==> src/design/phs_pkg.sv <==
// Shared constants and types for the pick hit record selector.
`timescale 1ns / 1ps
package phs_pkg;

  localparam int unsigned WORD_W        = 32;
  localparam int unsigned PHS_MAX_NAMES = 8;
  localparam int unsigned OUT_MAX       = 8;
  localparam int unsigned POS_W         = 3;
  localparam int unsigned CNT_W         = 4;

  // Sort mode codes held in the configuration register
  localparam logic [1:0] MODE_LEAST  = 2'd0;
  localparam logic [1:0] MODE_MOST   = 2'd1;
  localparam logic [1:0] MODE_SECOND = 2'd2;
  localparam logic [1:0] MODE_DEPTH  = 2'd3;

  // Chosen list handed from the record parser to the result burst stage
  typedef struct packed {
    logic [CNT_W-1:0]               count;
    logic [OUT_MAX-1:0][WORD_W-1:0] names;
  } phs_snap_t;

endpackage

==> src/design/phs_in_if.sv <==
// Input channel: one hit buffer word per item.
`timescale 1ns / 1ps
interface phs_in_if;
  logic        valid;
  logic        ready;
  logic [31:0] word;
  logic        last_word;

  modport source (output valid, output word, output last_word, input ready);
  modport sink (input valid, input word, input last_word, output ready);
endinterface

==> src/design/phs_out_if.sv <==
// Result channel: one name of the chosen list per item.
`timescale 1ns / 1ps
interface phs_out_if;
  logic        valid;
  logic        ready;
  logic        found;
  logic [31:0] name_value;
  logic [2:0]  name_position;
  logic        last_name;

  modport source (output valid, output found, output name_value, output name_position,
                  output last_name, input ready);
  modport sink (input valid, input found, input name_value, input name_position,
                input last_name, output ready);
endinterface

==> src/design/phs_cfg_if.sv <==
// Configuration write channel carrying the sort mode.
`timescale 1ns / 1ps
interface phs_cfg_if;
  logic       valid;
  logic       ready;
  logic [1:0] sort_mode;

  modport source (output valid, output sort_mode, input ready);
  modport sink (input valid, input sort_mode, output ready);
endinterface

==> src/design/phs_parser.sv <==
// Hit record parser: walks the records and keeps the best name list.
`timescale 1ns / 1ps
module phs_parser
  import phs_pkg::*;
#(
  parameter int unsigned MAX_NAMES = PHS_MAX_NAMES
) (
  input  logic              clk_i,
  input  logic              rst_ni,
  input  logic              accept_i,
  input  logic [WORD_W-1:0] word_i,
  input  logic              last_word_i,
  input  logic [1:0]        sort_mode_i,
  output logic              done_o,
  output phs_snap_t         snap_o
);

  localparam int unsigned IDX_W     = $clog2(MAX_NAMES);
  localparam int unsigned LEN_W     = $clog2(MAX_NAMES + 1);
  localparam int unsigned OUT_DEPTH = (MAX_NAMES < OUT_MAX) ? MAX_NAMES : OUT_MAX;

  localparam logic [1:0] PH_COUNT = 2'd0;
  localparam logic [1:0] PH_MIN   = 2'd1;
  localparam logic [1:0] PH_MAX   = 2'd2;
  localparam logic [1:0] PH_NAMES = 2'd3;

  logic [1:0]        phase_q, phase_d;
  logic [WORD_W-1:0] remain_q, remain_d;
  logic [WORD_W-1:0] rec_len_q, rec_len_d;
  logic [WORD_W-1:0] min_depth_q, min_depth_d;
  logic              pend_q, pend_d;
  logic              first_q, first_d;
  logic [LEN_W-1:0]  best_len_q, best_len_d;
  logic [WORD_W-1:0] best_depth_q, best_depth_d;
  logic [MAX_NAMES-1:0][WORD_W-1:0] best_q, best_d;
  logic [MAX_NAMES-1:0][WORD_W-1:0] cand_q, cand_d;

  logic [WORD_W-1:0] pos_full;
  logic              pos_in;
  logic [IDX_W-1:0]  pos;
  logic [WORD_W-1:0] best_rd;
  logic              hit;
  logic              finish;
  logic              replace;
  logic [LEN_W-1:0]  count_len;
  logic [LEN_W-1:0]  rec_stored;

  // Clamp a name count to the stored depth
  function automatic logic [LEN_W-1:0] clamp_len(input logic [WORD_W-1:0] n);
    logic [LEN_W-1:0] r;
    if (n > WORD_W'(MAX_NAMES)) begin
      r = LEN_W'(MAX_NAMES);
    end else begin
      r = n[LEN_W-1:0];
    end
    return r;
  endfunction

  assign pos_full   = rec_len_q - remain_q;
  assign pos_in     = pos_full < WORD_W'(MAX_NAMES);
  assign pos        = pos_full[IDX_W-1:0];
  assign best_rd    = best_q[pos];
  assign count_len  = clamp_len(word_i);
  assign rec_stored = clamp_len(rec_len_q);

  // Name compare under the current sort mode
  always_comb begin
    hit = 1'b0;
    unique case (sort_mode_i)
      MODE_LEAST:  hit = best_rd > word_i;
      MODE_MOST:   hit = best_rd < word_i;
      MODE_SECOND: hit = (pos_full == WORD_W'(1)) && (best_rd < word_i);
      default:     hit = 1'b0;
    endcase
  end

  // Candidate store: write the incoming name at its position
  always_comb begin
    for (int i = 0; i < MAX_NAMES; i++) begin
      if (accept_i && phase_q == PH_NAMES && pos_in && pos == IDX_W'(i)) begin
        cand_d[i] = word_i;
      end else begin
        cand_d[i] = cand_q[i];
      end
    end
  end

  // Advance the record phase and fold finished records into the best list
  always_comb begin
    phase_d      = phase_q;
    remain_d     = remain_q;
    rec_len_d    = rec_len_q;
    min_depth_d  = min_depth_q;
    pend_d       = pend_q;
    first_d      = first_q;
    best_len_d   = best_len_q;
    best_depth_d = best_depth_q;
    best_d       = best_q;
    finish       = 1'b0;
    replace      = 1'b0;

    if (accept_i) begin
      unique case (phase_q)
        PH_COUNT: begin
          rec_len_d = word_i;
          remain_d  = word_i;
          pend_d    = first_q || (count_len > best_len_q);
          phase_d   = PH_MIN;
        end
        PH_MIN: begin
          min_depth_d = word_i;
          if (sort_mode_i == MODE_DEPTH && rec_len_q != '0 && best_depth_q > word_i) begin
            pend_d = 1'b1;
          end
          phase_d = PH_MAX;
        end
        PH_MAX: begin
          if (rec_len_q == '0) begin
            finish = 1'b1;
          end else begin
            phase_d = PH_NAMES;
          end
        end
        default: begin
          if (pos_in && hit) begin
            pend_d = 1'b1;
          end
          remain_d = remain_q - WORD_W'(1);
          if (remain_d == '0) begin
            finish = 1'b1;
          end
        end
      endcase
    end

    if (finish) begin
      replace = pend_d;
      if (replace) begin
        for (int i = 0; i < MAX_NAMES; i++) begin
          if (LEN_W'(i) < rec_stored) begin
            best_d[i] = cand_d[i];
          end
        end
        if (rec_stored > best_len_q) begin
          best_len_d = rec_stored;
        end
        best_depth_d = min_depth_d;
      end
      first_d = 1'b0;
      pend_d  = 1'b0;
      phase_d = PH_COUNT;
    end
  end

  // Snapshot of the list as it stands after this word
  always_comb begin
    snap_o = '0;
    if (32'(best_len_d) > 32'(OUT_MAX)) begin
      snap_o.count = CNT_W'(OUT_MAX);
    end else begin
      snap_o.count = CNT_W'(best_len_d);
    end
    for (int i = 0; i < OUT_DEPTH; i++) begin
      snap_o.names[i] = best_d[i];
    end
  end

  assign done_o = accept_i && last_word_i;

  // Stream state; drop everything back to reset after the final word
  always_ff @(posedge clk_i or negedge rst_ni) begin
    if (!rst_ni) begin
      phase_q      <= PH_COUNT;
      remain_q     <= '0;
      rec_len_q    <= '0;
      min_depth_q  <= '0;
      pend_q       <= 1'b0;
      first_q      <= 1'b1;
      best_len_q   <= '0;
      best_depth_q <= '0;
      best_q       <= '0;
    end else if (done_o) begin
      phase_q      <= PH_COUNT;
      remain_q     <= '0;
      rec_len_q    <= '0;
      min_depth_q  <= '0;
      pend_q       <= 1'b0;
      first_q      <= 1'b1;
      best_len_q   <= '0;
      best_depth_q <= '0;
      best_q       <= '0;
    end else begin
      phase_q      <= phase_d;
      remain_q     <= remain_d;
      rec_len_q    <= rec_len_d;
      min_depth_q  <= min_depth_d;
      pend_q       <= pend_d;
      first_q      <= first_d;
      best_len_q   <= best_len_d;
      best_depth_q <= best_depth_d;
      best_q       <= best_d;
    end
  end

  // Candidate names hold payload only
  always_ff @(posedge clk_i) begin
    cand_q <= cand_d;
  end

endmodule

==> src/design/phs_burst.sv <==
// Result burst stage: holds a chosen list and sends it out one name per item.
`timescale 1ns / 1ps
module phs_burst
  import phs_pkg::*;
(
  input  logic      clk_i,
  input  logic      rst_ni,
  input  logic      load_i,
  input  phs_snap_t snap_i,
  output logic      free_o,
  phs_out_if.source out_o
);

  logic                           busy_q;
  logic [POS_W-1:0]               idx_q;
  logic [CNT_W-1:0]               count_q;
  logic [OUT_MAX-1:0][WORD_W-1:0] names_q;
  logic                           last;
  logic                           fire;

  assign last = (count_q == '0) || ({1'b0, idx_q} + CNT_W'(1) == count_q);
  assign fire = busy_q && out_o.ready;

  assign out_o.valid         = busy_q;
  assign out_o.found         = count_q != '0;
  assign out_o.name_value    = (count_q == '0) ? '0 : names_q[idx_q];
  assign out_o.name_position = idx_q;
  assign out_o.last_name     = last;

  // Free while idle, or once the final item of the current list goes out
  assign free_o = !busy_q || (fire && last);

  // Burst control: load a new list or advance through the current one
  always_ff @(posedge clk_i or negedge rst_ni) begin
    if (!rst_ni) begin
      busy_q  <= 1'b0;
      idx_q   <= '0;
      count_q <= '0;
    end else if (load_i) begin
      busy_q  <= 1'b1;
      idx_q   <= '0;
      count_q <= snap_i.count;
    end else if (fire) begin
      if (last) begin
        busy_q <= 1'b0;
      end else begin
        idx_q <= idx_q + POS_W'(1);
      end
    end
  end

  // List payload
  always_ff @(posedge clk_i) begin
    if (load_i) begin
      names_q <= snap_i.names;
    end
  end

endmodule

==> src/design/pick_hit_record_selector.sv <==
// Top level of the pick hit record selector: handshakes, sort mode register, checks.
// Takes one hit buffer word per cycle; each word is folded into the record state on accept.
// The first result item is valid the cycle after the final word is taken, then one item
// per cycle while the sink is ready: up to eight items, or one empty item if nothing hit.
// A final word waits while the previous list is still going out; other words never wait.
// Reset (async, active low) empties the list and sets the sort mode to nearest depth.
`timescale 1ns / 1ps
module pick_hit_record_selector
  import phs_pkg::*;
#(
  parameter int unsigned MAX_NAMES = PHS_MAX_NAMES
) (
  input  logic      clk_i,
  input  logic      rst_ni,
  phs_in_if.sink    in_i,
  phs_cfg_if.sink   cfg_i,
  phs_out_if.source out_o
);

  logic [1:0] mode_q;
  logic       burst_free;
  logic       accept;
  logic       done;
  phs_snap_t  snap;

  // Sort mode register
  assign cfg_i.ready = 1'b1;
  always_ff @(posedge clk_i or negedge rst_ni) begin
    if (!rst_ni) begin
      mode_q <= MODE_DEPTH;
    end else if (cfg_i.valid) begin
      mode_q <= cfg_i.sort_mode;
    end
  end

  // Hold a final word until the result stage can take the list
  assign in_i.ready = !in_i.last_word || burst_free;
  assign accept     = in_i.valid && in_i.ready;

  phs_parser #(
    .MAX_NAMES(MAX_NAMES)
  ) u_parser (
    .clk_i      (clk_i),
    .rst_ni     (rst_ni),
    .accept_i   (accept),
    .word_i     (in_i.word),
    .last_word_i(in_i.last_word),
    .sort_mode_i(mode_q),
    .done_o     (done),
    .snap_o     (snap)
  );

  phs_burst u_burst (
    .clk_i (clk_i),
    .rst_ni(rst_ni),
    .load_i(done),
    .snap_i(snap),
    .free_o(burst_free),
    .out_o (out_o)
  );

  // An empty list is a single item
  a_empty_single : assert property (@(posedge clk_i) disable iff (!rst_ni)
    out_o.valid && !out_o.found |-> out_o.last_name && out_o.name_position == '0)
    else $error("empty list item not marked last at position zero");

  // A final word always yields a result item on the next cycle
  a_done_valid : assert property (@(posedge clk_i) disable iff (!rst_ni)
    done |=> out_o.valid && out_o.name_position == '0)
    else $error("no result after final word");

  // Positions step by one inside a list
  a_pos_step : assert property (@(posedge clk_i) disable iff (!rst_ni)
    out_o.valid && out_o.ready && !out_o.last_name |=>
      out_o.valid && out_o.name_position == $past(out_o.name_position) + 3'd1)
    else $error("name position did not advance");

  // A list ends cleanly when no new list is loaded
  a_burst_end : assert property (@(posedge clk_i) disable iff (!rst_ni)
    out_o.valid && out_o.ready && out_o.last_name && !done |=> !out_o.valid)
    else $error("result stage still busy after final item");

  // A final word is only taken when the result stage is free
  a_no_overrun : assert property (@(posedge clk_i) disable iff (!rst_ni)
    out_o.valid && !out_o.ready |-> !done)
    else $error("list loaded over a stalled result");

endmodule
==> src/flat_wrapper.sv <==
// flat-port wrapper written by rule: the top's interface ports become plain ports
module pick_hit_record_selector_flat import phs_pkg::*;
#(
  parameter int unsigned MAX_NAMES = PHS_MAX_NAMES
)
  (clk_i, rst_ni, in_i_valid, in_i_word, in_i_last_word, in_i_ready, cfg_i_valid, cfg_i_sort_mode, cfg_i_ready, out_o_valid, out_o_found, out_o_name_value, out_o_name_position, out_o_last_name, out_o_ready);
  phs_in_if in_i_i ();
  phs_cfg_if cfg_i_i ();
  phs_out_if out_o_i ();
  input  logic clk_i;
  input  logic rst_ni;
  input wire logic [$bits(in_i_i.valid)-1:0] in_i_valid;
  input wire logic [$bits(in_i_i.word)-1:0] in_i_word;
  input wire logic [$bits(in_i_i.last_word)-1:0] in_i_last_word;
  output wire logic [$bits(in_i_i.ready)-1:0] in_i_ready;
  input wire logic [$bits(cfg_i_i.valid)-1:0] cfg_i_valid;
  input wire logic [$bits(cfg_i_i.sort_mode)-1:0] cfg_i_sort_mode;
  output wire logic [$bits(cfg_i_i.ready)-1:0] cfg_i_ready;
  output wire logic [$bits(out_o_i.valid)-1:0] out_o_valid;
  output wire logic [$bits(out_o_i.found)-1:0] out_o_found;
  output wire logic [$bits(out_o_i.name_value)-1:0] out_o_name_value;
  output wire logic [$bits(out_o_i.name_position)-1:0] out_o_name_position;
  output wire logic [$bits(out_o_i.last_name)-1:0] out_o_last_name;
  input wire logic [$bits(out_o_i.ready)-1:0] out_o_ready;
  assign in_i_i.valid = in_i_valid;
  assign in_i_i.word = in_i_word;
  assign in_i_i.last_word = in_i_last_word;
  assign in_i_ready = in_i_i.ready;
  assign cfg_i_i.valid = cfg_i_valid;
  assign cfg_i_i.sort_mode = cfg_i_sort_mode;
  assign cfg_i_ready = cfg_i_i.ready;
  assign out_o_valid = out_o_i.valid;
  assign out_o_found = out_o_i.found;
  assign out_o_name_value = out_o_i.name_value;
  assign out_o_name_position = out_o_i.name_position;
  assign out_o_last_name = out_o_i.last_name;
  assign out_o_i.ready = out_o_ready;
  pick_hit_record_selector #(.MAX_NAMES(MAX_NAMES)) u_core (.clk_i(clk_i), .rst_ni(rst_ni), .in_i(in_i_i), .cfg_i(cfg_i_i), .out_o(out_o_i));
endmodule
==> config.mk <==
export PLATFORM = sky130hd
export DESIGN_NAME = pick_hit_record_selector_flat
export DESIGN_NICKNAME = d
export VERILOG_FILES = /design/src/design/phs_pkg.sv /design/src/design/phs_in_if.sv /design/src/design/phs_out_if.sv /design/src/design/phs_cfg_if.sv /design/src/design/phs_parser.sv /design/src/design/phs_burst.sv /design/src/design/pick_hit_record_selector.sv /design/src/flat_wrapper.sv
export SDC_FILE = /design/constraint.sdc
export NUM_CORES = 2
export LEC_CHECK = 0
export BUFFER_PORTS_ARGS = -buffer_cell sky130_fd_sc_hd__buf_2
export CAP_MARGIN = 40
export CORE_ASPECT_RATIO = 0.8
export CORE_MARGIN = 1
export CORE_UTILIZATION = 63
export DETAILED_ROUTE_END_ITERATION = 16
export PLACE_DENSITY = 0.79
export SETUP_SLACK_MARGIN = 0.4
export SLEW_MARGIN = 20
export SYNTH_ARGS = -nofsm -noshare
export SYNTH_HDL_FRONTEND = slang
export SYNTH_HIERARCHICAL = 1
export SYNTH_SLANG_ARGS = --single-unit
==> constraint.sdc <==
create_clock -name clk_i -period 14.15 [get_ports clk_i]
set_input_delay 4.245 -clock clk_i [delete_from_list [all_inputs] [get_ports clk_i]]
set_output_delay 4.245 -clock clk_i [all_outputs]
set_load 0.005 [all_outputs]
==> reports/qor.yml <==
dr.pass1.iters: 7
core_sq_mm: 0.0705
synth_fa_ha_area_share_pct: 3.16
tritoncts: "done"
synth_common_cells: "nand2_1, o21ai_0, dfrtp_1"
muxShareOfSynthArea_pct: 10.2
totalWireLength_um: 140000
required_ns: 14.72
synth_xor_xnor_area_share_pct: 0.540
yosys.area_share.simple_pct: 12.2
syn_avg_cell_area_sq_um: 10.1
drc_errors: 0
ys_warn_count: 6
report.final.slew_viol_count: 0
ant_nets: 0
synthFlopType: "dfrtp_1"
synth_top_area_share_pct: 22.2
antenna_found_initial: 7
layout-drive-gt1-share_pct: 13.7
grt_pass1_wl_um: 212000
grt_max_degree: 209
cts_hold_buf: 0
peakVddDrop_v: 0.000278
dieWidth_um: 301
fin_crit_sh_pct: 65.8
synth_area_sq_mm: 0.0450
numCtsBuffers: 90
cts_resized: 0
via_per_inst: 6.96
tightest_slew_ns: 1.00
htreeDepth: 3
synth_top_family_by_area: "compound AO/OA/AOI/OAI gates"
outcome: "finished, final reports clean"
start_kind: "primary input"
worstSetupPathType: "in -> reg"
synth-seq-area-share_pct: 50.9
globalplace.congestion: 1.04
clock_path_buffers: 3
die_h_um: 241
ys_seq_elements: 914
ys_types: 83
hold_path_class: "reg -> reg"
leakagePower_nw: 21.8
synth-edff-count: 256
setup_tns_ns: 0
relSlewSlack_pct: 33.1
synth_most_common_cell: "nand2_1"
instances_no_fill: 5336
area_delta_synth_final_pct: 9.73
cap_violations: 0
timing.final.crit_period_ns: 9.31
rsz0062_at_grt: "no"
post_cts_buffers: 0
cellPowerDensity_mw_per_mm2: 163
wl_per_cell_um: 26.2
clock_skew_ns: 0.0282
vias: 37100
worst_skew_pair.late_latency_ns: 0.66
clockRootBuffer: "clkbuf_16"
async_flop_share_pct: 44.0
finalSetupViolCount: 0
fillCellCount: 5164
portBuffers: 78
grt_overflow: 0
crit_path_end_kind: "flop"
final_area_sq_mm: 0.0494
dpl.hpwl_um: 84100
fmax_mhz: 107
syn-num-nets: 4587
synthTopCellsByArea: "dfrtp_1, edfxtp_1, dfxtp_1, o21ai_0, mux4_2"
clock_sinks: 914
path_clk_slew_ns: 0.06
syn_inst: 4434
synth_compound_area_share_pct: 18.5
synth_top_cell_by_area: "dfrtp_1"
cp.arrival_ns: 9.87
die_area_sq_mm: 0.0725
placed_cell_area_sq_mm: 0.0462
grt_pass1_vias: 35500
start_util_pct: 63.8
nNetsFinal: 4473
cp_max_fo: 208
hold_viol: 0
ios: 80
dpl.cell_count: 5156
fp-row-count: 87
grt_use_total_pct: 38.4
drt-initial-drc-count: 5162
## layer usage
layer	GRT usage, %	wire length, um	vias up
li1	-	-	16100
met1	53.7	54800	18200
met2	58.2	62900	2411
met3	7.93	16200	405
met4	16.9	5990	2
met5	0	13	-
## critical path, cell delays in order
cell and delay, ns:
buf_2 0.22, nor4_1 0.51, nand4_1 0.37, nor4_1 0.50
ha_1 0.32, nor2b_1 0.13, o211ai_1 0.15, a21oi_1 0.08
o21ai_0 0.26, a31o_2 0.24, o21ba_2 0.16, a221o_1 0.30
a22oi_2 0.22, buf_12 0.70, buf_12 0.63, o21ai_0 0.32
a21oi_1 0.24
## cell usage in the layout, fill, tap and decap left out, types with 104 or more instances in the layout
cell type and instances:
mux4_2 128, edfxtp_1 256, mux2_2 104, a21oi_1 376, o21ai_0 578, dfxtp_1 256, nor2_1 117, dfrtp_1 396
a211o_1 226, inv_1 120, nand2_1 600, ha_1 110, nand3_1 297
## power by group
| group | internal (mW) | total [mW] | switching [mW] | leakage, nW |
|---|---|---|---|---|
| sequential | 2.83 | 2.96 | 0.131 | 10.1 |
| clock | 1.40 | 2.44 | 1.04 | 1.47 |
| combinational | 0.866 | 2.63 | 1.77 | 10.3 |
| total | 5.10 | 8.04 | 2.94 | 21.8 |
## logic make-up (layout without fill, tap and decap cells)
family                   Yosys count  after routing
adder cells (fa/ha/maj)          113            113
AND/OR/NAND/NOR                 1220           1220
multiplexers                     287            287
flip-flops                       914            914
XOR/XNOR                          26             26
other                              1              8
buffers and inverters            498            459
AO/OA/AOI/OAI                   1375           1375
## registers in the layout (all words and copies together) (netlist names)
| name | count |
|---|---|
| u_core/mode_q | 2 |
| u_core/u_burst/count_q | 4 |
| u_core/u_burst/names_q | 256 |
| u_core/u_burst/out_o.name_position | 3 |
| u_core/u_burst/out_o.valid | 1 |
| u_core/u_parser/best_depth_q | 32 |
| u_core/u_parser/best_len_q | 4 |
| u_core/u_parser/best_q | 256 |
| u_core/u_parser/cand_q | 256 |
| u_core/u_parser/first_q | 1 |
| u_core/u_parser/min_depth_q | 32 |
| u_core/u_parser/pend_q | 1 |
| u_core/u_parser/phase_q | 2 |
| u_core/u_parser/rec_len_q | 32 |
| u_core/u_parser/remain_q | 32 |
## final timing paths
kind | start | slack [ns] | endpoint | cells past startpoint
min | u_core/u_parser/first_q | 0.47 | u_core/u_parser/first_q | 2
max reg2reg | u_core/u_parser/rec_len_q[0] | 5.94 | u_core/u_parser/best_q[146] | 20
max in group asynchronous | rst_ni | 8.77 | u_core/u_parser/best_q[158] | 4
max | in_i_word[28] | 4.84 | u_core/u_parser/best_q[146] | 17
min in group asynchronous | rst_ni | 3.70 | u_core/u_parser/best_q[205] | 1
min reg2reg | u_core/u_parser/first_q | 0.47 | u_core/u_parser/first_q | 2
## cell type report
| cell class | instances | area [sq um] | area share (%) |
|---|---|---|---|
| flip-flops and latches | 914 | 22900 | 46.4 |
| clock buffers | 131 | 2620 | 5.31 |
| repair buffers | 170 | 1530 | 3.10 |
| inverters | 122 | 465 | 0.943 |
| clock inverters | 36 | 367 | 0.743 |
| multi-input cells | 3022 | 20300 | 41.1 |
| well taps | 934 | 1170 | 2.37 |
| diodes | 7 | 17.5 | 0.0355 |
## stage by stage
step	hold slack (ns)	total power, mW	worst slack [ns]	util, %
2_1_floorplan	0.437	4.68	0.548	-
3_3_place_gp	0.448	5.49	4.20	64.9
3_5_place_dp	0.448	5.54	4.49	65.5
4_1_cts	0.462	7.96	4.95	69.7
5_1_grt	0.499	8.32	4.67	70.0
6_report	0.466	8.04	4.84	70.0
No activity file was read; power rests on OpenSTA's default activity.
